==> src/hdl/awc_pkg.sv <==
package awc_pkg;

  localparam int MAX_PATTERN   = 64;
  localparam int ALPHABET_SIZE = 256;

  localparam int SYM_W   = 8;
  localparam int CMD_W   = 2;
  localparam int TOTAL_W = 32;
  localparam int PTR_W   = (MAX_PATTERN > 1) ? $clog2(MAX_PATTERN) : 1;
  localparam int CNT_W   = $clog2(MAX_PATTERN + 1);
  localparam int BAL_W   = CNT_W + 1;

  localparam logic [CMD_W-1:0] CMD_CLEAR = 2'd0;
  localparam logic [CMD_W-1:0] CMD_LOAD  = 2'd1;
  localparam logic [CMD_W-1:0] CMD_TEXT  = 2'd2;

  localparam logic [SYM_W:0]     ALPHA_LIM   = (SYM_W + 1)'(ALPHABET_SIZE);
  localparam logic [CNT_W-1:0]   PAT_LIM     = CNT_W'(MAX_PATTERN);
  localparam logic [PTR_W-1:0]   PTR_LAST    = PTR_W'(MAX_PATTERN - 1);
  localparam logic [PTR_W-1:0]   DEP_INIT    = PTR_W'(1 % MAX_PATTERN);
  localparam logic [TOTAL_W-1:0] TOTAL_MAX   = '1;

  typedef logic [SYM_W-1:0] sym_t;
  typedef logic [PTR_W-1:0] ptr_t;
  typedef logic [CNT_W-1:0] cnt_t;
  typedef logic [BAL_W-1:0] bal_t;

  // requests into the window tracker, already qualified by the handshake
  typedef struct packed {
    logic clear;
    logic load;
    logic text;
    sym_t sym;
  } win_req_t;

  typedef struct packed {
    logic load_ok;
    logic depart;
    sym_t gone;
  } win_stat_t;

  typedef struct packed {
    logic clear;
    logic load;
    logic text;
    logic depart;
    sym_t sym;
    sym_t gone;
  } slot_ctl_t;

  typedef struct packed {
    logic arr_zero;
    logic dep_zero;
    cnt_t distinct;
  } slot_stat_t;

  function automatic ptr_t ptr_inc(input ptr_t p);
    return (p == PTR_LAST) ? '0 : p + PTR_W'(1);
  endfunction

  function automatic ptr_t ptr_dec(input ptr_t p);
    return (p == '0) ? PTR_LAST : p - PTR_W'(1);
  endfunction

endpackage

==> src/hdl/awc_slots.sv <==
module awc_slots
  import awc_pkg::*;
(
  input  logic       clk,
  input  logic       rst_n,
  input  slot_ctl_t  ctl,
  output slot_stat_t stat
);

  logic used_r   [MAX_PATTERN];
  logic used_nxt [MAX_PATTERN];
  sym_t sym_r    [MAX_PATTERN];
  sym_t sym_nxt  [MAX_PATTERN];
  bal_t bal_r    [MAX_PATTERN];
  bal_t bal_nxt  [MAX_PATTERN];
  cnt_t distinct_r, distinct_nxt;

  logic [MAX_PATTERN-1:0] arr_hit;
  logic [MAX_PATTERN-1:0] dep_hit;
  logic [MAX_PATTERN-1:0] arr_zero;
  logic [MAX_PATTERN-1:0] dep_zero;
  bal_t                   bal_a [MAX_PATTERN];
  ptr_t                   alloc;

  assign alloc = distinct_r[PTR_W-1:0];

  // one slot per distinct pattern character, looked up by symbol compare
  always_comb begin
    for (int i = 0; i < MAX_PATTERN; i++) begin
      arr_hit[i]  = used_r[i] && (sym_r[i] == ctl.sym);
      dep_hit[i]  = ctl.depart && used_r[i] && (sym_r[i] == ctl.gone);
      bal_a[i]    = bal_r[i] - {{(BAL_W-1){1'b0}}, ctl.text && arr_hit[i]};
      arr_zero[i] = ctl.text && arr_hit[i] && (bal_r[i] == BAL_W'(1));
      dep_zero[i] = dep_hit[i] && (bal_a[i] == '0);
    end

    for (int i = 0; i < MAX_PATTERN; i++) begin
      used_nxt[i] = used_r[i];
      sym_nxt[i]  = sym_r[i];
      bal_nxt[i]  = bal_r[i];
      if (ctl.clear) begin
        used_nxt[i] = 1'b0;
      end else if (ctl.load) begin
        if (arr_hit[i]) begin
          bal_nxt[i] = bal_r[i] + BAL_W'(1);
        end else if (!(|arr_hit) && (alloc == PTR_W'(i))) begin
          used_nxt[i] = 1'b1;
          sym_nxt[i]  = ctl.sym;
          bal_nxt[i]  = BAL_W'(1);
        end
      end else if (ctl.text) begin
        bal_nxt[i] = bal_a[i] + {{(BAL_W-1){1'b0}}, dep_hit[i]};
      end
    end

    distinct_nxt = distinct_r;
    if (ctl.clear) begin
      distinct_nxt = '0;
    end else if (ctl.load && !(|arr_hit)) begin
      distinct_nxt = distinct_r + CNT_W'(1);
    end
  end

  assign stat.arr_zero = |arr_zero;
  assign stat.dep_zero = |dep_zero;
  assign stat.distinct = distinct_r;

  always_ff @(posedge clk) begin
    if (!rst_n) begin
      distinct_r <= '0;
      for (int i = 0; i < MAX_PATTERN; i++) begin
        used_r[i] <= 1'b0;
      end
    end else begin
      distinct_r <= distinct_nxt;
      for (int i = 0; i < MAX_PATTERN; i++) begin
        used_r[i] <= used_nxt[i];
      end
    end
  end

  always_ff @(posedge clk) begin
    for (int i = 0; i < MAX_PATTERN; i++) begin
      sym_r[i] <= sym_nxt[i];
      bal_r[i] <= bal_nxt[i];
    end
  end

endmodule

==> config.mk <==
export PLATFORM = sky130hd
export DESIGN_NAME = awc_slots
export DESIGN_NICKNAME = d
export VERILOG_FILES = /design/src/hdl/awc_pkg.sv /design/src/hdl/awc_slots.sv
export SDC_FILE = /design/constraint.sdc
export NUM_CORES = 2
export LEC_CHECK = 0
export ABC_AREA = 1
export BUFFER_PORTS_ARGS = -buffer_cell sky130_fd_sc_hd__buf_4
export CAP_MARGIN = 5
export CORE_MARGIN = 2
export CORE_UTILIZATION = 40
export DETAILED_ROUTE_END_ITERATION = 16
export PLACE_DENSITY = 0.52
export SLEW_MARGIN = 0
export SYNTH_ARGS = -nofsm -noshare
export SYNTH_HDL_FRONTEND = slang
export SYNTH_SLANG_ARGS = --single-unit
==> constraint.sdc <==
create_clock -name clk -period 6.5 [get_ports clk]
set_input_delay 1.3 -clock clk [delete_from_list [all_inputs] [get_ports clk]]
set_output_delay 1.3 -clock clk [all_outputs]
set_load 0.02 [all_outputs]
* Yosys cells after proc, flatten, opt, wreduce, memory -nomap -nowiden
Memories as Yosys holds them, arrays and structs flattened. Cells that the tools add are included.
Storage, ports and cells: bits in latches 0, memory bits (writable) 1088, register bits after elaboration 7, logic and storage cells 1934, output and inout port bits 9, memories 3, ROM bits 0
Memory list:
- bal_r | words 64, width 8, rd ports 64, clocked after Yosys merged registers in 0, wr ports 64, line awc_slots.sv:14 | bal_t bal_r [MAX_PATTERN];
- sym_r | words 64, width 8, rd ports 64, clocked after Yosys merged registers in 0, wr ports 64, line awc_slots.sv:12 | sym_t sym_r [MAX_PATTERN];
- used_r | words 64, width 1, rd ports 64, clocked after Yosys merged registers in 0, wr ports 64, line awc_slots.sv:10 | logic used_r [MAX_PATTERN];
Cells by class: equal/unequal tests 255, bitwise gates (word level) 65, mux-type cells 898, div/mod/pow operators 0, reduce and logical (&&, ||, !) cells 519, $mul 0, order comparisons 0, add/sub/neg operators 193, shift-type cells 0
Operator list (count):
- 8-bit two-way mux | 576
- 8-bit equality test | 128
- 8-bit by 1-bit adder with 8-bit output | 64
- 8-bit by 1-bit adder with 8-bit output, second input constant | 64
- 8-bit by 1-bit equality test with 1-bit output, second input constant | 64
- 8-bit logical NOT | 64
- 8-bit by 1-bit subtractor with 8-bit output | 64
- 1-bit logical AND | 449
- 1-bit two-way mux | 322
- 6-bit equality test, second input constant | 32
- 64-bit OR reduction | 3
- 6-bit by 5-bit equality test with 1-bit output, second input constant | 16
- 1-bit OR | 64
- 6-bit by 4-bit equality test with 1-bit output, second input constant | 8
- 6-bit by 3-bit equality test with 1-bit output, second input constant | 4
- 6-bit by 2-bit equality test with 1-bit output, second input constant | 2
- 7-bit by 1-bit adder with 7-bit output, second input constant | 1
- 6-bit by 1-bit equality test with 1-bit output, second input constant | 1
- 6-bit logical NOT | 1
- 2-bit OR reduction | 1
- 1-bit logical NOT | 1
- 1-bit NOT | 1

* Longest topological paths before layout
depth after elaboration 10, depth in mapped cells 28, gate-level depth less buffers 25

* Least setup slack after synthesis
OpenSTA, ideal clock, no wires.
kind input port to output port, start point in ctl[15] (netlist name), end point out stat[7] (netlist name), arrival 3867 ps, buffers on the path 4, stages 21, slack 1333 ps, path through buf_2 buf_4 buf_4 buf_2 nand2_1 nand2_1 nor2_1 nand3_1 nor3_1 ha_1 ha_1 nand3_1 nor2_1 xor2_1 nor4_1 nand3_1 nand2_1 nor2_1 nand2_1 nor2_1 nand3_1
RTL lines:
- start, declared | line awc_slots.sv:6 | input slot_ctl_t ctl,
- end, declared | line awc_slots.sv:7 | output slot_stat_t stat

==> flow_summary.json <==
{
  "status": "complete, no violations",
  "cts_tree": "yes",
  "crit_arrival_ns": 5.10,
  "final.setup_skew_ns": 0.0492,
  "ir_drop_mv": 0.290,
  "ios": 31,
  "grt_usage_pct": 29.4,
  "die_w_um": 468,
  "hold_depth": 2,
  "vias": 82577,
  "place.gp.congestion": 0.964,
  "async_flop_share_pct": 0,
  "slew_viol_final": 0,
  "cp-end-kind": "output port",
  "clk_pin_slew_ns": 0.06,
  "ys.flop_type": "edfxtp_1",
  "hp-class": "flop to flop",
  "finalNonFillerCells": 15073,
  "max_slew_margin_pct": 16.9,
  "synth_cells": 11737,
  "crit_start": "ctl[9]",
  "fin_crit_ns": 6.40,
  "grt-ovfl-total": 0,
  "ys_warn_count": 0,
  "ys_seq_elements": 1095,
  "path_cells": "buf_6 > inv_4 > buf_4 > buf_4 > nand2_1 > nand2_1 > nor2_1 > nand3b_1 > nor3_1 > ha_1 > ha_1 > nand2_1 > xor2_1 > inv_1 > nand4_1 > o21ai_0 > buf_4 > nor2_1 > buf_4 > nand2_1 > nor2_1 > nand3_2 > buf_4",
  "post-route-util_pct": 45.8,
  "slowest_stage": "nor3_1",
  "fin_crit_sh_pct": 98.5,
  "regToRegSetupSlack_ns": 2.04,
  "critical_path_class": "input port to output port",
  "insertion_delay_ns": 0.84,
  "cts-root-buf": "clkbuf_16",
  "drc": 0,
  "initial_utilization_pct": 40.2,
  "cp-start-kind": "input port",
  "r2r-end": "sym_r[0][203]",
  "netlist_area_mm2": 0.0862,
  "hold_ws_ns": 0.471,
  "maxCapViolations": 0,
  "layout_common_cells": "nand2_1 (2295), inv_1 (1871), nor2_1 (1727)",
  "worst_pin_slew_ns": 1.24,
  "worstReg2RegStart": "sym_r[0][215]",
  "drive_gt1_share_pct": 7.76,
  "routed_wl_mm": 331,
  "power_density_mw_per_mm2": 186,
  "final_nets": 12519,
  "synth_seq_area_share_pct": 37.3,
  "final_common_cell": "nand2_1",
  "synth-edff-count": 1025,
  "coreArea_mm2": 0.214,
  "grt_pass1_vias": 78706,
  "drt-initial-drc-count": 7819,
  "avgSynthCellArea_um2": 7.34,
  "cts_sinks": 1095,
  "worst_ep_required_time_ns": 5.20,
  "first_pass_iters": 7,
  "critical_path.max_stage_delay_ns": 0.44,
  "dp_hpwl_mm": 237,
  "die_area_mm2": 0.219,
  "crit_path_max_fanout": 16,
  "area_growth_syn_to_layout_pct": 14.0,
  "critPathMostFrequentCell": "buf_4",
  "critPathCapture": "stat[7]",
  "row_count": 170,
  "grt_pass1_wl_mm": 488,
  "setup_violations": 0,
  "fin_area_mm2": 0.0982,
  "synth.distinct_cells": 54,
  "syn_nets": 12147,
  "timing.fmax_mhz": 156,
  "path_depth": 23,
  "p_total_mw": 18.3,
  "h-tree-depth": 4,
  "crit_family": "simple AND/OR/NAND/NOR gates",
  "cts_max_path_buffers": 3,
  "fp.dieH_um": 468,
  "fill_cells": 21271,
  "routedWlPerCell_um": 21.9,
  "finalHoldViolCount": 0,
  "ant_nets": 0,
  "grt_max_degree": 95,
  "cp_num_buf_inv": 8,
  "placed_cells": 14795,
  "worst-r2r-cell-count": 16,
  "dpl-instance-area_mm2": 0.0932,
  "p_leak_nw": 41.2,
  "io_buffers": 30,
  "cts_buffers": 147,
  "via_per_inst": 5.48,
  "antenna_found_initial": 15
}
worst min-delay path by stage:
stage,to,slack [ns],startpoint
2_1_floorplan,used_r[1][10],0.44,used_r[1][10]
3_3_place_gp,used_r[1][23],0.46,used_r[1][23]
3_5_place_dp,used_r[1][12],0.46,used_r[1][12]
4_1_cts,used_r[1][12],0.47,used_r[1][12]
5_1_grt,used_r[0][6],0.50,used_r[0][6]
6_report,used_r[1][12],0.47,used_r[1][12]
routing by layer:
layer,track usage [%],vias up,share of wire (%)
li1,-,39549,-
met4,13.9,12,5.2
met3,5.31,705,7.8
met1,38.7,39207,43
met2,46.6,3104,44
met5,0,-,0.022
layout make-up:
cell class	instances	area (um2)	share of cell area, %
inverter	1904	7180	7.31
antenna	5	12.5	0.0127
sequential	1095	32200	32.8
clock inverter	72	646	0.657
clock buffer	198	4040	4.11
multi-input combinational	8383	45400	46.2
tap	2838	3550	3.61
timing repair buffer	578	5250	5.34
where the power goes:
| part | internal, mW | switching [mW] |
|---|---|---|
| Combinational | 0.665 | 1.43 |
| Sequential | 7.86 | 0.145 |
| Clock | 4.72 | 3.46 |
| Total | 13.2 | 5.04 |
repair_timing:
action	in CTS	in global routing
gates resized for setup	15	49
pin swaps	0	5
hold buffers	0	0
setup buffers	0	1
endpoints found under the setup margin	1	1
cloned	0	2
logic make-up (layout without fill, tap and decap cells):
group,count (synthesis),count (layout),share of synthesized area (%)
DFF,1095,1095,37.3
other,0,5,0
and+or+nand+nor,5681,5681,28.0
xor gates and xnor gates,870,870,8.84
AOI/OAI and AO/OA,1444,1444,9.94
adders and majority gates,388,388,5.63
buffers and inverters,2259,2752,10.2
tightest hold or removal path, delay by kind of cell (launching register included):
| kind | cells | cell delay [ns] |
|---|---|---|
| flip-flops | 1 | 0.32 |
| buffers and inverters | 1 | 0.05 |
| AO/OA/AOI/OAI | 1 | 0.05 |
synth_stat cells (65+ instances only):
library cell  number  share of area [%]
nand4_1          238                1.7
inv_1           1876                8.2
buf_2             65               0.38
nor3_1           421                2.4
dfxtp_1           70                1.6
ha_1             388                5.6
o21ai_0          533                3.1
clkbuf_1         186               0.81
o32ai_1           88               0.89
nor2_1          1745                7.6
edfxtp_1        1025                 36
xor2_1           521                5.3
nand3_1          723                4.2
nor4_1           112               0.81
nand2_1         2298                 10
a21oi_1          313                1.8
xnor2_1          349                3.5
o22ai_1          293                2.1
sequential cells by signal (all words and copies together), names as in the netlist:
register,cells
bal_r,512
distinct_r,7
sym_r,512
used_r,64
through the flow:
stage               setup slack, ns  setup TNS (ns)
floorplan                      1.33               0
global placement             -0.398          -0.398
detailed placement           -0.403          -0.403
CTS                         0.00992               0
global route               -0.00208        -0.00208
finish                        0.100               0
No activity file was read; power rests on OpenSTA's default activity.
