File: config.mk
export PLATFORM = sky130hd
export DESIGN_NAME = awc_window
export DESIGN_NICKNAME = d
export VERILOG_FILES = /design/src/hdl/awc_pkg.sv /design/src/hdl/awc_ram.sv /design/src/hdl/awc_window.sv
export SDC_FILE = /design/constraint.sdc
export NUM_CORES = 1
export LEC_CHECK = 0
export BUFFER_PORTS_ARGS = -buffer_cell sky130_fd_sc_hd__buf_2
export CAP_MARGIN = 20
export CORE_UTILIZATION = 50
export CTS_CLUSTER_DIAMETER = 200
export DETAILED_ROUTE_END_ITERATION = 10
export PLACE_DENSITY_LB_ADDON = 0.05
export SLEW_MARGIN = 20
export SYNTH_ARGS = -nofsm -noshare
export SYNTH_HDL_FRONTEND = slang
export SYNTH_SLANG_ARGS = --single-unit
File: constraint.sdc
create_clock -name clk -period 7 [get_ports clk]
set_input_delay 1.4 -clock clk [delete_from_list [all_inputs] [get_ports clk]]
set_output_delay 1.4 -clock clk [all_outputs]
set_load 0.02 [all_outputs]
File: src/hdl/awc_pkg.sv
package awc_pkg;

  localparam int MAX_PATTERN   = 64;
  localparam int ALPHABET_SIZE = 256;

  localparam int SYM_W   = 8;
  localparam int CMD_W   = 2;
  localparam int TOTAL_W = 32;
  localparam int PTR_W   = (MAX_PATTERN > 1) ? $clog2(MAX_PATTERN) : 1;
  localparam int CNT_W   = $clog2(MAX_PATTERN + 1);
  localparam int BAL_W   = CNT_W + 1;

  localparam logic [CMD_W-1:0] CMD_CLEAR = 2'd0;
  localparam logic [CMD_W-1:0] CMD_LOAD  = 2'd1;
  localparam logic [CMD_W-1:0] CMD_TEXT  = 2'd2;

  localparam logic [SYM_W:0]     ALPHA_LIM   = (SYM_W + 1)'(ALPHABET_SIZE);
  localparam logic [CNT_W-1:0]   PAT_LIM     = CNT_W'(MAX_PATTERN);
  localparam logic [PTR_W-1:0]   PTR_LAST    = PTR_W'(MAX_PATTERN - 1);
  localparam logic [PTR_W-1:0]   DEP_INIT    = PTR_W'(1 % MAX_PATTERN);
  localparam logic [TOTAL_W-1:0] TOTAL_MAX   = '1;

  typedef logic [SYM_W-1:0] sym_t;
  typedef logic [PTR_W-1:0] ptr_t;
  typedef logic [CNT_W-1:0] cnt_t;
  typedef logic [BAL_W-1:0] bal_t;

  // requests into the window tracker, already qualified by the handshake
  typedef struct packed {
    logic clear;
    logic load;
    logic text;
    sym_t sym;
  } win_req_t;

  typedef struct packed {
    logic load_ok;
    logic depart;
    sym_t gone;
  } win_stat_t;

  typedef struct packed {
    logic clear;
    logic load;
    logic text;
    logic depart;
    sym_t sym;
    sym_t gone;
  } slot_ctl_t;

  typedef struct packed {
    logic arr_zero;
    logic dep_zero;
    cnt_t distinct;
  } slot_stat_t;

  function automatic ptr_t ptr_inc(input ptr_t p);
    return (p == PTR_LAST) ? '0 : p + PTR_W'(1);
  endfunction

  function automatic ptr_t ptr_dec(input ptr_t p);
    return (p == '0) ? PTR_LAST : p - PTR_W'(1);
  endfunction

endpackage

File: src/hdl/awc_ram.sv
module awc_ram #(
  parameter int WIDTH  = 8,
  parameter int DEPTH  = 64,
  parameter int ADDR_W = (DEPTH > 1) ? $clog2(DEPTH) : 1
) (
  input  logic              clk,
  input  logic              we,
  input  logic [ADDR_W-1:0] waddr,
  input  logic [WIDTH-1:0]  wdata,
  input  logic [ADDR_W-1:0] raddr,
  output logic [WIDTH-1:0]  rdata
);

  logic [WIDTH-1:0] mem [DEPTH];

  // read returns the old word on an address collision
  always_ff @(posedge clk) begin
    if (we) begin
      mem[waddr] <= wdata;
    end
    rdata <= mem[raddr];
  end

endmodule

File: src/hdl/awc_window.sv
module awc_window
  import awc_pkg::*;
(
  input  logic      clk,
  input  logic      rst_n,
  input  win_req_t  req,
  output win_stat_t stat
);

  ptr_t ring_wr_r, ring_wr_nxt;
  ptr_t dep_ptr_r, dep_ptr_nxt;
  cnt_t plen_r, plen_nxt;
  cnt_t tpos_r, tpos_nxt;
  logic byp_r, byp_nxt;
  sym_t byp_data_r;
  sym_t rd_q;
  sym_t q_eff;
  cnt_t tpos_after;

  // dep_ptr_r always tracks ring_wr + 1 - pattern length, modulo the ring depth
  awc_ram #(
    .WIDTH (SYM_W),
    .DEPTH (MAX_PATTERN)
  ) u_ring (
    .clk   (clk),
    .we    (req.text),
    .waddr (ring_wr_r),
    .wdata (req.sym),
    .raddr (dep_ptr_nxt),
    .rdata (rd_q)
  );

  assign q_eff      = byp_r ? byp_data_r : rd_q;
  assign tpos_after = (tpos_r < plen_r) ? tpos_r + CNT_W'(1) : tpos_r;

  always_comb begin
    stat.load_ok = req.load && (tpos_r == '0) && (plen_r < PAT_LIM) &&
                   ({1'b0, req.sym} < ALPHA_LIM);
    stat.depart  = req.text && (plen_r != '0) && (tpos_after == plen_r);
    // a one-character pattern drops the character that just arrived
    stat.gone    = (dep_ptr_r == ring_wr_r) ? req.sym : q_eff;
  end

  always_comb begin
    ring_wr_nxt = ring_wr_r;
    dep_ptr_nxt = dep_ptr_r;
    plen_nxt    = plen_r;
    tpos_nxt    = tpos_r;
    if (req.clear) begin
      ring_wr_nxt = '0;
      dep_ptr_nxt = DEP_INIT;
      plen_nxt    = '0;
      tpos_nxt    = '0;
    end else if (stat.load_ok) begin
      plen_nxt    = plen_r + CNT_W'(1);
      dep_ptr_nxt = ptr_dec(dep_ptr_r);
    end else if (req.text) begin
      ring_wr_nxt = ptr_inc(ring_wr_r);
      dep_ptr_nxt = ptr_inc(dep_ptr_r);
      tpos_nxt    = tpos_after;
    end
    byp_nxt = req.text && (ring_wr_r == dep_ptr_nxt);
  end

  always_ff @(posedge clk) begin
    if (!rst_n) begin
      ring_wr_r <= '0;
      dep_ptr_r <= DEP_INIT;
      plen_r    <= '0;
      tpos_r    <= '0;
      byp_r     <= 1'b0;
    end else begin
      ring_wr_r <= ring_wr_nxt;
      dep_ptr_r <= dep_ptr_nxt;
      plen_r    <= plen_nxt;
      tpos_r    <= tpos_nxt;
      byp_r     <= byp_nxt;
    end
  end

  always_ff @(posedge clk) begin
    byp_data_r <= req.sym;
  end

endmodule

==> Word level (Yosys, flattened, before mapping) <==
Memories as Yosys holds them, arrays and structs flattened. A register that Yosys moved wholly into a read port is not among the register bits.
Cells that the tools add are included.
{ "op_classes": {"n_eq_ne": 5, "muxes": 11, "n_reduce_logical": 10, "n_addsub": 5, "magnitude_cmp": 2, "n_bitwise": 2} }
{ "ops": {"columns": ["operator", "n"], "rows": [
  ["two-way mux 6 bit", 6],
  ["two-way mux 8 bit", 2],
  ["adder 7 x 1 -> 7 bit, second input constant", 2],
  ["adder 6 x 1 -> 6 bit, second input constant", 2],
  ["equality test 6 bit", 2],
  ["equality test 6 bit, second input constant", 2],
  ["equality test 7 bit", 1],
  ["zero test 7 bit", 1],
  ["< comparator 7 bit", 1],
  ["< comparator 7 bit, second input constant", 1],
  ["two-way mux 7 bit", 1],
  ["nonzero test 7 bit", 1],
  ["zero test 6 bit", 1],
  ["subtractor 6 x 1 -> 6 bit, second input constant", 1],
  ["logical AND 1 bit", 5],
  ["two-way mux 1 bit", 2],
  ["NOT 1 bit", 2],
  ["AND reduction 2 bit", 1],
  ["OR reduction 2 bit", 1]
]} }
{ "word_totals": {"memories": 1, "output_inout_bits": 10, "register_bits": 35, "input_bits": 13, "ramBits": 512} }
{ "mem_list": {"columns": ["memory", "depth", "width", "rd", "rd_clocked_by_memory_dff", "wr", "line", "text"], "rows": [
  ["u_ring.mem", 64, 8, 1, 1, 1, "awc_ram.sv:14", "logic [WIDTH-1:0] mem [DEPTH];"]
]} }

==> Depth between registers and ports, before layout <==
Gate-level depths: netlist (run 1).
{ "logic_depth": {"word_depth": 7, "ltp_mapped": 16, "ltp_nobuf": 12} }

==> By module <==
From an unflattened synthesis (run 1), not the netlist that was laid out.
{ "unflattened": {"hier_cells": 1229, "area_unflattened_um2": 22614.2} }
{ "modules_own_cells": {"columns": ["module", "cells_per_inst", "area_per_inst_um2", "n_inst", "seq_area_each_um2"], "rows": [
  ["awc_ram", 940, 20166.8, 1, 15534.9],
  ["awc_window", 289, 2447.3, 1, 700.7]
]} }

==> Least setup slack after synthesis (run 1) <==
OpenSTA, ideal clock, no wires.
{ "synth_path": {"path_kind": "input -> output", "start": "input req[8] (netlist name)", "end": "output stat[8] (netlist name)", "t_required_ps": 5600, "arrival_ps": 2407, "n_path_buf": 1, "cell_stages": 5, "path_slack_ps": 3193, "cell_sequence": "clkbuf_1 -> inv_1 -> a31o_2 -> nor4_1 -> o211a_1"} }
{ "synth_lines": {"columns": ["item", "line", "text"], "rows": [
  ["start: declaration", "awc_window.sv:6", "input win_req_t req,"],
  ["end: declaration", "awc_window.sv:7", "output win_stat_t stat"]
]} }

==> results of run 1 <==
cells in the mapped netlist (8+ instances only):
master	n	area, µm²
o21a_1	8	60.1
nand2_1	357	1340
nor2_1	129	484
ha_1	13	163
a31oi_1	23	144
nor4_1	12	75.1
nand4_1	16	100
a311oi_1	16	140
a22o_1	14	123
dfxtp_1	43	861
buf_2	42	210
o211ai_1	18	135
nor3_1	40	200
inv_1	15	56.3
buf_1	20	75.1
xor2_1	14	123
a22oi_1	8	60.1
a21oi_1	88	440
a211oi_1	35	263
xnor2_1	25	219
clkbuf_1	51	191
a221oi_1	16	140
and3_1	42	263
nand3_1	48	240
mux2i_1	50	500
o21ai_0	22	110
a21o_1	10	75.1
edfxtp_1	512	15400
worst paths after layout:
kind | endpoint | slack, ps
hold reg to reg | plen_r[1] | 530
hold / removal | plen_r[1] | 530
setup reg to reg | u_ring.rdata[5] | 2810
setup / recovery | stat[8] | 2270
layout make-up:
cell class,count,area (µm²),share of cell area [%]
clock buffers,78,1590,6.23
clock inverters,29,256,1.01
inverters,16,60.1,0.236
multi-input cells,1087,6240,24.5
flip-flops and latches,555,16200,63.8
well taps,600,751,2.95
repair buffers,46,318,1.25
where the power goes:
part	switching (mW)	total, mW	internal, mW	leakage, nW
Combinational	0.418	0.582	0.164	2.63
Sequential	0.0120	3.65	3.64	4.96
Clock	1.28	3.01	1.73	0.900
kinds of logic (layout without fill, tap and decap cells):
family                   Yosys count  after routing  synth area share [%]
buffers and inverters            131            169                  2.43
AO/OA/AOI/OAI                    288            288                  8.61
AND/OR/NAND/NOR                  687            687                  13.3
flip-flops                       555            555                  70.7
adder cells (fa/ha/maj)           13             13                 0.708
multiplexers                      60             60                  2.82
XOR/XNOR                          39             39                  1.49
registers in the layout, summed over array words and instances (netlist names):
name / cells
dep_ptr_r: 6
tpos_r: 7
u_ring.rdata: 8
u_ring.mem: 512
byp_r: 1
ring_wr_r: 6
plen_r: 7
byp_data_r: 8
critical path, delay by kind of cell (launching register included):
family / cells / cell delay [ps]
compound gates: 5 / 1060
flops: 1 / 410
simple gates: 1 / 320
fa+ha+maj: 1 / 290
mux: 1 / 280
buf+inv: 2 / 260
xor+xnor: 1 / 90
per-layer routing:
metal  vias to the layer above  share of wire (%)  GRT usage [%]
met3                       119                6.7           4.88
li1                       6590                  -              -
met1                      7322                 44           38.9
met5                         -                  0              0
met4                         0                3.0           7.91
met2                       533                 47           41.8
==> load_flow_metrics.sql, run 1 <==
INSERT INTO impl_metrics (metric_group, metric, value, unit) VALUES
('outcome', 'outcome', 'completed', ''),
('synth', 'synth_edf_count', '512', ''),
('worst_setup_path', 'crit_path_cell_trace', 'inv_1 > ha_1 > a21o_1 > a21o_1 > a21oi_1 > o21a_1 > mux2i_1 > xnor2_1 > nor4_1 > o211a_1 > buf_2', ''),
('cells_and_area', 'utilization', '56.1', '%'),
('detailed_routing', 'antenna_left', '0', ''),
('hold_path', 'worstHoldPathCells', '2', ''),
('detailed_routing', 'routed_wl', '62100', 'µm'),
('worst_setup_path', 'critPathKind', 'reg2out', ''),
('clocking', 'cts_setup_buffers', '0', ''),
('pwr', 'power_density', '285', 'nW/µm²'),
('clocking', 'clock_tree.buffer_depth', '3', ''),
('sta', 'fin_worst_skew', '18.0', 'ps'),
('worst_setup_path', 'worst_r2r_startpoint', 'tpos_r[0]', ''),
('grt', 'grt_pass1_vias', '13900', ''),
('cells_and_area', 'drive_above_1_share', '8.72', '%'),
('sta', 'finalMaxSlewViolations', '0', ''),
('sta', 'final_critical_path_setup_slack', '2270', 'ps'),
('synth', 'ys_ff_latch', '555', ''),
('worst_setup_path', 'cpPeakStageDelay', '410', 'ps'),
('grt', 'grt_util_all_layers', '26.9', '%'),
('detailed_routing', 'routed_len_inst', '25.8', 'µm'),
('die', 'fp.dieW', '216', 'µm'),
('grt', 'grt_first_pass_wirelength', '93100', 'µm'),
('die', 'initial_standard_cell_utilization_of_the_core', '50.6', '%'),
('cells_and_area', 'num-fill-cells', '3752', ''),
('cells_and_area', 'antenna-diode-count', '0', ''),
('sta', 'setup-violations-final', '0', ''),
('clocking', 'cts.htree.levels', '2', ''),
('job', 'max_cap_viol_count', '0', ''),
('place', 'placed_cells', '2304', ''),
('cells_and_area', 'mostFrequentLayoutCells', '512 x edfxtp_1, 357 x nand2_1, 125 x nor2_1', ''),
('detailed_routing', 'viasPerCell', '6.04', ''),
('detailed_routing', 'firstDrtPassIters', '5', ''),
('sta', 'period_share', '67.6', '%'),
('sta', 'max_freq', '211', 'MHz'),
('synth', 'yosys_warnings', '0', ''),
('hold_path', 'min_path_type', 'reg2reg', ''),
('clocking', 'cts_resized', '0', ''),
('sta', 'timing.hold.ws', '527', 'ps'),
('grt', 'grt_start_max_net_pins', '101', ''),
('clocking', 'root_driver', 'clkbuf_16', ''),
('cells_and_area', 'layout.cell_area.non_filler', '25400', 'µm²'),
('place', 'place.port_buffers', '22', ''),
('grt', 'antenna_violations_before_repair', '1', ''),
('worst_setup_path', 'crit_path_end_kind', 'primary output', ''),
('sta', 'fin_tns_setup', '0', 'ps'),
('clocking', 'cts_tree', 'yes', ''),
('worst_setup_path', 'critical_path_peak_fanout', '8', ''),
('die', 'die_h', '216', 'µm'),
('worst_setup_path', 'reg2regPathDepth', '13', ''),
('hold_path', 'worst_hold_startpoint', 'plen_r[1]', ''),
('synth', 'postSynthNetCount', '1799', ''),
('sta', 'timing.slew.headroom', '28.2', '%'),
('pwr', 'fin_total_pwr', '7.24', 'mW'),
('worst_setup_path', 'critical_path.startpoint_type', 'flop', ''),
('place', 'routabilityCongestion', '0.899', ''),
('pwr', 'p_leak', '8.49', 'nW'),
('detailed_routing', 'initialDrtViolationCount', '1405', ''),
('place', 'place_ws', '2100', 'ps'),
('clocking', 'tritoncts.num_buffers', '57', ''),
('worst_setup_path', 'critical-path-slowest-cell', 'dfxtp_1', ''),
('clocking', 'postCtsHoldBufs', '0', ''),
('clocking', 'cts.clk_slew.worst_paths', '60', 'ps'),
('detailed_routing', 'dr_total_vias', '14600', ''),
('die', 'pin_count', '23', ''),
('sta', 'finalCriticalPeriod', '4730', 'ps'),
('sta', 'tightest_slew', '1070', 'ps'),
('sta', 'hold_violations', '0', ''),
('worst_setup_path', 'crit_start', 'plen_r[1]', ''),
('pwr', 'ir_worst_vdd', '225', 'µV'),
('synth', 'yosysUniqueCellTypes', '65', '');
No activity file was read; power rests on OpenSTA's default activity.
==> run 2, diff against run 1 <==
- clock period: 7 -> 4.4 ns (I/O delays scaled with it)
==> run 2 against run 1 <==
Net effect:
- non-clock buffer count grew 30
- first-iteration DRC count shrank 2.2%
- global-route usage shrank 0.45 points
- critical path depth is the same
- die area is the same
- via count shrank 0.21%
- critical path type unchanged
- largest cell class unchanged
==> load_flow_metrics.sql, run 2 (same netlist as run 1, synthesis figures left out) <==
INSERT INTO impl_metrics (metric_group, metric, value, unit) VALUES
('clocking', 'tritoncts_num_sinks', '555', ''),
('sta', 'fin_tns_setup', '0', 'ps'),
('detailed_routing', 'initialDrtViolationCount', '1374', ''),
('worst_setup_path', 'crit_family', 'compound AO/OA/AOI/OAI gates', ''),
('grt', 'antenna_violations_before_repair', '0', ''),
('worst_setup_path', 'critical-path-slowest-cell', 'dfxtp_1', ''),
('worst_setup_path', 'reg2regPathDepth', '12', ''),
('die', 'die_area', '46800', 'µm²'),
('grt', 'grt_first_pass_wirelength', '91900', 'µm'),
('worst_setup_path', 'critical_path_arrival', '3340', 'ps'),
('cells_and_area', 'max_reg_flops', '512', ''),
('detailed_routing', 'firstDrtPassIters', '5', ''),
('worst_setup_path', 'r2r_slack', '570', 'ps'),
('cells_and_area', 'antenna-diode-count', '0', ''),
('hold_path', 'min_path_type', 'in2reg', ''),
('worst_setup_path', 'critical_path_required', '3520', 'ps'),
('detailed_routing', 'antenna_left', '0', ''),
('detailed_routing', 'routed_wl', '61300', 'µm'),
('clocking', 'cts_setup_buffers', '0', ''),
('cells_and_area', 'largest-register', 'u_ring.mem', ''),
('sta', 'max_freq', '237', 'MHz'),
('detailed_routing', 'drc', '0', ''),
('grt', 'grt_util_all_layers', '26.5', '%'),
('clocking', 'root_driver', 'clkbuf_16', ''),
('clocking', 'postCtsHoldBufs', '0', ''),
('cells_and_area', 'layout_top_registers', 'u_ring.mem: 512 flops, byp_data_r: 8 flops, u_ring.rdata: 8 flops', ''),
('worst_setup_path', 'critPathKind', 'reg2out', ''),
('job', 'max_cap_viol_count', '0', ''),
('sta', 'timing.slew.headroom', '36.5', '%'),
('die', 'core', '45400', 'µm²'),
('clocking', 'cts.clk_slew.worst_paths', '60', 'ps'),
('detailed_routing', 'dr_total_vias', '14500', ''),
('worst_setup_path', 'worst_r2r_startpoint', 'tpos_r[0]', ''),
('worst_setup_path', 'critical_path.startpoint_type', 'flop', ''),
('clocking', 'clock_latency', '630', 'ps'),
('worst_setup_path', 'cp_num_cells', '11', ''),
('cells_and_area', 'utilization', '56.8', '%'),
('pwr', 'ir_worst_vdd', '331', 'µV'),
('hold_path', 'worstHoldPathCells', '2', ''),
('worst_setup_path', 'regToRegEndpoint', 'u_ring.rdata[3]', ''),
('sta', 'hold_violations', '0', ''),
('sta', 'setup-violations-final', '0', ''),
('sta', 'tightest_slew', '949', 'ps'),
('grt', 'grt_start_max_net_pins', '100', ''),
('place', 'place.port_buffers', '22', ''),
('detailed_routing', 'routed_len_inst', '25.1', 'µm'),
('worst_setup_path', 'crit_top_cell', 'a21o_1', ''),
('cells_and_area', 'leading_cell_type_in_the_layout_fill_and_taps_excluded', 'edfxtp_1', ''),
('clocking', 'cts_tree', 'yes', ''),
('clocking', 'cts.htree.levels', '2', ''),
('sta', 'rsz_0062_raised_after_global_routing', 'no', ''),
('pwr', 'power_density', '451', 'nW/µm²'),
('cells_and_area', 'num-fill-cells', '3744', ''),
('outcome', 'outcome', 'completed', ''),
('sta', 'finalMaxSlewViolations', '0', ''),
('cells_and_area', 'drive_above_1_share', '10.5', '%'),
('sta', 'finalCriticalPeriod', '4220', 'ps'),
('sta', 'fin_worst_skew', '22.3', 'ps'),
('place', 'dp.final_hpwl', '38000', 'µm'),
('cells_and_area', 'sequential_cell_area', '16200', 'µm²'),
('worst_setup_path', 'critical_path_peak_fanout', '8', ''),
('sta', 'period_share', '95.9', '%'),
('detailed_routing', 'viasPerCell', '5.95', ''),
('die', 'die_h', '216', 'µm'),
('grt', 'grt_pass1_vias', '14200', ''),
('worst_setup_path', 'crit_path_end_kind', 'primary output', ''),
('cells_and_area', 'mostFrequentLayoutCells', '512 x edfxtp_1, 357 x nand2_1, 127 x nor2_1', ''),
('worst_setup_path', 'crit_path_cell_trace', 'inv_1 > ha_1 > a21o_1 > a21o_1 > a21oi_1 > o21a_1 > mux2i_1 > xnor2_1 > nor4_1 > o211a_1 > buf_2', ''),
('worst_setup_path', 'path_buf_inv', '2', ''),
('worst_setup_path', 'timing.critical_path.to', 'stat[8]', ''),
('cells_and_area', 'layout-area-overhead-vs-synth', '12.3', '%'),
('cells_and_area', 'multiInputGateArea', '6230', 'µm²'),
('cells_and_area', 'num-nets-final', '1819', ''),
('die', 'fp.dieW', '216', 'µm'),
('pwr', 'p_leak', '8.72', 'nW'),
('worst_setup_path', 'crit_start', 'plen_r[1]', ''),
('clocking', 'tritoncts.num_buffers', '57', ''),
('die', 'pin_count', '23', ''),
('clocking', 'cts_resized', '0', ''),
('die', 'initial_standard_cell_utilization_of_the_core', '50.6', '%'),
('die', 'placementRows', '78', ''),
('worst_setup_path', 'cpPeakStageDelay', '420', 'ps'),
('grt', 'grt_overflow', '0', ''),
('clocking', 'clock_tree.buffer_depth', '3', ''),
('place', 'routabilityCongestion', '0.890', '');
[run 2: cell count changes in the layout (fill, tap and decap cells not counted), moves of 2 or more]
cell       change
buf_4         +24
nor2_1         +2
clkbuf_1       -8
buf_12         +7
nor2_2         -2
inv_6          -2
clkinv_2      +11
clkbuf_8       -4
bufinv_16      +2
[run 2: worst min path at each step]
stage                   start      endpoint  slack, ps
finish                  rst_n  dep_ptr_r[0]        510
global route            rst_n  dep_ptr_r[0]        510
CTS                     rst_n  dep_ptr_r[0]        480
detailed placement  plen_r[1]     plen_r[1]        550
global placement    plen_r[1]     plen_r[1]        560
floorplan           plen_r[1]     plen_r[1]        490
[run 2: routing by layer]
| metal | global-route usage, % | vias to the layer above | share of wire, % |
|---|---|---|---|
| met5 | 0 | - | 0 |
| met4 | 7.04 | 0 | 2.1 |
| met3 | 4.67 | 78 | 6.8 |
| met2 | 42.2 | 503 | 47 |
| met1 | 37.6 | 7299 | 44 |
| li1 | - | 6654 | - |
[run 2: area by class of cell]
cell class                      instances  share of cell area [%]
Tap cell                              600                    2.91
Sequential cell                       555                    62.9
Inverter                               16                   0.233
Multi-Input combinational cell       1087                    24.2
Clock inverter                         41                    1.42
Clock buffer                           67                    5.91
Timing Repair Buffer                   76                    2.43
[run 2: where the power goes]
part | switching [mW] | total (mW) | internal, mW | leakage (nW)
logic | 0.664 | 0.953 | 0.289 | 2.82
registers | 0.0220 | 5.81 | 5.79 | 4.96
clock network | 2.04 | 4.86 | 2.82 | 0.941
total | 2.73 | 11.6 | 8.90 | 8.72
[run 2: stage by stage]
step | cells | instance area, µm² | setup WS [ps] | hold slack [ps] | power [mW]
CTS | 2442 | 25800 | 135 | 484 | 11.7
global route | 2442 | 25800 | 19.7 | 514 | 12.0
floorplan | 1773 | 23000 | 1170 | 490 | 6.46
detailed placement | 2334 | 23900 | 368 | 551 | 6.88
finish | 2442 | 25800 | 181 | 512 | 11.6
global placement | 2334 | 23900 | 324 | 555 | 6.87
==> run 3, diff against run 2 <==
- SYNTH_HIERARCHICAL: not set -> 1
==> run 3 against run 2 <==
Net effect:
- clock skew fell by 10 ps
- hold slack better by 15 ps
- synthesized cell count fell by 31%
- first-iteration DRC count decreased by 25%
- global-route usage is 2.5 points lower
- clock power decreased by 9.9%
- via count fell by 19%
- critical path depth down 2
- power fell by 4.7%
- largest power group unchanged
==> load_flow_metrics.sql, run 3 <==
INSERT INTO impl_metrics (metric_group, metric, value, unit) VALUES
('outcome', 'outcome', 'completed', ''),
('pwr', 'ir_worst_vdd', '313', 'µV'),
('die', 'die_area', '46100', 'µm²'),
('cells_and_area', 'layout.cell_area.non_filler', '25400', 'µm²'),
('worst_setup_path', 'crit_path_cell_trace', 'inv_1 > ha_1 > a211o_1 > o211ai_2 > o311a_2 > nand2b_4 > or4b_1 > a311oi_1 > buf_2', ''),
('hold_path', 'min_path_type', 'in2reg', ''),
('cells_and_area', 'leading_cell_type_in_the_layout_fill_and_taps_excluded', 'edfxtp_1', ''),
('synth', 'synth_compound_area_share', '3.46', '%'),
('detailed_routing', 'firstDrtPassIters', '6', ''),
('hold_path', 'whs_endpoint', 'dep_ptr_r[0]', ''),
('clocking', 'cts_tree', 'yes', ''),
('detailed_routing', 'drc', '0', ''),
('synth', 'post_synth_xor_area_fraction', '1.47', '%'),
('clocking', 'cts.clk_slew.worst_paths', '60', 'ps'),
('worst_setup_path', 'cpPeakStageDelay', '510', 'ps'),
('worst_setup_path', 'critical_path_required', '3520', 'ps'),
('synth', 'yosys_warnings', '6', ''),
('cells_and_area', 'layout-area-overhead-vs-synth', '12.3', '%'),
('clocking', 'root_driver', 'clkbuf_16', ''),
('sta', 'rsz_0062_raised_after_global_routing', 'no', ''),
('sta', 'fin_worst_skew', '12.1', 'ps'),
('clocking', 'clock_tree.buffer_depth', '3', ''),
('place', 'place_area', '23700', 'µm²'),
('synth', 'ys_ff_latch', '555', ''),
('sta', 'timing.hold.ws', '528', 'ps'),
('pwr', 'power_switching', '2.45', 'mW'),
('cells_and_area', 'drive_above_1_share', '24.1', '%'),
('pwr', 'p_leak', '8.09', 'nW'),
('sta', 'fin_tns_setup', '0', 'ps'),
('worst_setup_path', 'reg2regPathDepth', '13', ''),
('clocking', 'cts_resized', '0', ''),
('worst_setup_path', 'critical-path-slowest-cell', 'or4b_1', ''),
('place', 'dp.final_hpwl', '33600', 'µm'),
('grt', 'grt_overflow', '0', ''),
('synth', 'synth_async_sr_flop_share', '0', '%'),
('pwr', 'p_sw_share', '22.1', '%'),
('synth', 'postSynth.topFlopCell', 'edfxtp_1', ''),
('synth', 'synth_commonest_cells', '512 x edfxtp_1, 126 x mux4_2, 119 x nor2_1', ''),
('detailed_routing', 'routed_len_inst', '27.6', 'µm'),
('detailed_routing', 'initialDrtViolationCount', '1026', ''),
('grt', 'grt_start_max_net_pins', '66', ''),
('synth', 'syn-mean-instance-area', '18.4', 'µm²'),
('synth', 'yosys.area_share.adder', '0.775', '%'),
('die', 'core', '44400', 'µm²'),
('pwr', 'power_density', '436', 'nW/µm²'),
('synth', 'synthMostInstantiatedCell', 'edfxtp_1', ''),
('place', 'routabilityCongestion', '0.807', ''),
('worst_setup_path', 'worst_r2r_startpoint', 'tpos_r[0]', ''),
('place', 'place_ws', '91.1', 'ps'),
('sta', 'finalMaxSlewViolations', '0', ''),
('detailed_routing', 'dr_total_vias', '11700', ''),
('die', 'pin_count', '23', ''),
('worst_setup_path', 'critical_path_peak_fanout', '8', ''),
('synth', 'synth.yosys.seq_area_share', '71.8', '%'),
('die', 'fp.dieW', '215', 'µm'),
('synth', 'postSynthNetCount', '1256', ''),
('die', 'placementRows', '77', ''),
('clocking', 'clock_latency', '590', 'ps'),
('sta', 'max_freq', '246', 'MHz'),
('detailed_routing', 'routed_wl', '53700', 'µm'),
('worst_setup_path', 'r2r_slack', '480', 'ps'),
('cells_and_area', 'num-fill-cells', '3426', ''),
('die', 'die_h', '215', 'µm'),
('synth', 'synth_simple_gate_area_share', '5.77', '%'),
('hold_path', 'worstHoldPathCells', '2', ''),
('die', 'initial_standard_cell_utilization_of_the_core', '50.9', '%'),
('worst_setup_path', 'critical_path.startpoint_type', 'flop', ''),
('synth', 'synth.largest_area_cell', 'edfxtp_1', ''),
('synth', 'post_synth_mux_area_share', '14.7', '%'),
('clocking', 'tritoncts_num_sinks', '555', ''),
('synth', 'synth_top_family_by_area', 'multiplexers', ''),
('sta', 'setup-violations-final', '0', ''),
('cells_and_area', 'largest-register', 'u_ring/mem', ''),
('worst_setup_path', 'crit_path_end_kind', 'primary output', ''),
('job', 'max_cap_viol_count', '0', ''),
('worst_setup_path', 'critPathKind', 'reg2out', ''),
('grt', 'grt_pass1_vias', '11800', ''),
('sta', 'hold_violations', '0', ''),
('synth', 'synth_edf_count', '512', ''),
('clocking', 'postCtsHoldBufs', '0', ''),
('grt', 'antenna_violations_before_repair', '2', ''),
('detailed_routing', 'viasPerCell', '6.03', ''),
('place', 'place.port_buffers', '22', ''),
('cells_and_area', 'antenna-diode-count', '0', ''),
('hold_path', 'worst_hold_startpoint', 'rst_n', ''),
('pwr', 'pwr-share-clk', '39.5', '%'),
('sta', 'tightest_slew', '990', 'ps'),
('sta', 'period_share', '92.4', '%'),
('worst_setup_path', 'critical_path_arrival', '3190', 'ps'),
('sta', 'finalCriticalPeriod', '4070', 'ps'),
('clocking', 'cts_setup_buffers', '0', ''),
('pwr', 'p_seq_share', '52.5', '%'),
('synth', 'syn-instance-count', '1229', ''),
('pwr', 'power_report.internal_total', '8.63', 'mW'),
('pwr', 'comb_power_share', '8.0', '%'),
('synth', 'yosysUniqueCellTypes', '73', ''),
('cells_and_area', 'max_reg_flops', '512', ''),
('clocking', 'tritoncts.num_buffers', '56', ''),
('worst_setup_path', 'regToRegEndpoint', 'u_ring/rdata[2]', ''),
('sta', 'timing.slew.headroom', '33.8', '%'),
('cells_and_area', 'num-nets-final', '1337', ''),
('synth', 'synth_area_leaders', 'edfxtp_1 68%, mux4_2 13%, dfxtp_1 3.8%', ''),
('synth', 'netlist_area', '22600', 'µm²'),
('detailed_routing', 'antenna_left', '0', ''),
('synth', 'yosysTopAreaCellShare', '68.0', '%'),
('cells_and_area', 'layout_top_registers', 'u_ring/mem: 512 flops, byp_data_r: 8 flops, u_ring/rdata: 8 flops', ''),
('sta', 'final_critical_path_setup_slack', '332', 'ps'),
('clocking', 'cts.htree.levels', '2', ''),
('grt', 'grt_first_pass_wirelength', '80000', 'µm'),
('cells_and_area', 'mostFrequentLayoutCells', '512 x edfxtp_1, 126 x mux4_2, 118 x nor2_1', ''),
('grt', 'grt_util_all_layers', '24.0', '%');
## run 3: cell families after synthesis
kind of cell / after synthesis
adders and majority gates: 14
DFF: 555
xor gates and xnor gates: 38
buffers and inverters: 83
AOI/OAI and AO/OA: 100
muxes: 174
and+or+nand+nor: 265
## run 3: cell type report
type                       count  area, µm²  area share (%)
clock inverter                23        126           0.498
multi-input combinational    591       5980            23.5
timing repair buffer          91        703            2.77
clock buffer                  80       1540            6.08
sequential                   555      16200            63.9
inverter                      15       63.8           0.251
tap                          592        741            2.92
## run 3: metrics by stage
step           util, %  std cells  total power [mW]
2_1_floorplan        -       1229              6.47
3_3_place_gp      53.4       1844              6.82
3_5_place_dp      53.4       1844              6.83
4_1_cts           57.1       1947              11.2
5_1_grt           57.2       1947              11.4
6_report          57.2       1947              11.1
## run 3: worst max path at each step
stage / slack [ps] / start / endpoint
floorplan: 950 / plen_r[3] / stat[8]
global placement: 110 / req[9] / u_ring/rdata[2]
detailed placement: 90 / req[9] / u_ring/rdata[2]
CTS: 140 / plen_r[3] / stat[8]
global route: 130 / plen_r[3] / stat[8]
finish: 330 / plen_r[3] / stat[8]
## run 3: power by group through the flow
stage / sequential [mW] / clock [mW] / combinational [mW]
2_1_floorplan: 5.91 / 0 / 0.564
3_3_place_gp: 5.93 / 0 / 0.893
3_5_place_dp: 5.93 / 0 / 0.900
4_1_cts: 5.82 / 4.47 / 0.902
5_1_grt: 5.82 / 4.65 / 0.952
6_report: 5.82 / 4.38 / 0.889
## run 3: routing by layer
| layer | global-route usage (%) | wire length (µm) | up-vias | part of all wire [%] |
|---|---|---|---|---|
| li1 | - | - | 5111 | - |
| met1 | 36.0 | 24400 | 6216 | 46 |
| met2 | 36.4 | 24800 | 352 | 46 |
| met3 | 4.91 | 3490 | 60 | 6.5 |
| met4 | 5.14 | 924 | 0 | 1.7 |
| met5 | 0 | 0 | - | 0 |
## run 3: worst max-delay path: cells and delay by family (launching register included)
kind / cells / cell delay [ps]
AO/OA/AOI/OAI: 4 / 950
AND/OR/NAND/NOR: 2 / 590
flip-flops: 1 / 480
buffers and inverters: 2 / 370
adder cells (fa/ha/maj): 1 / 220
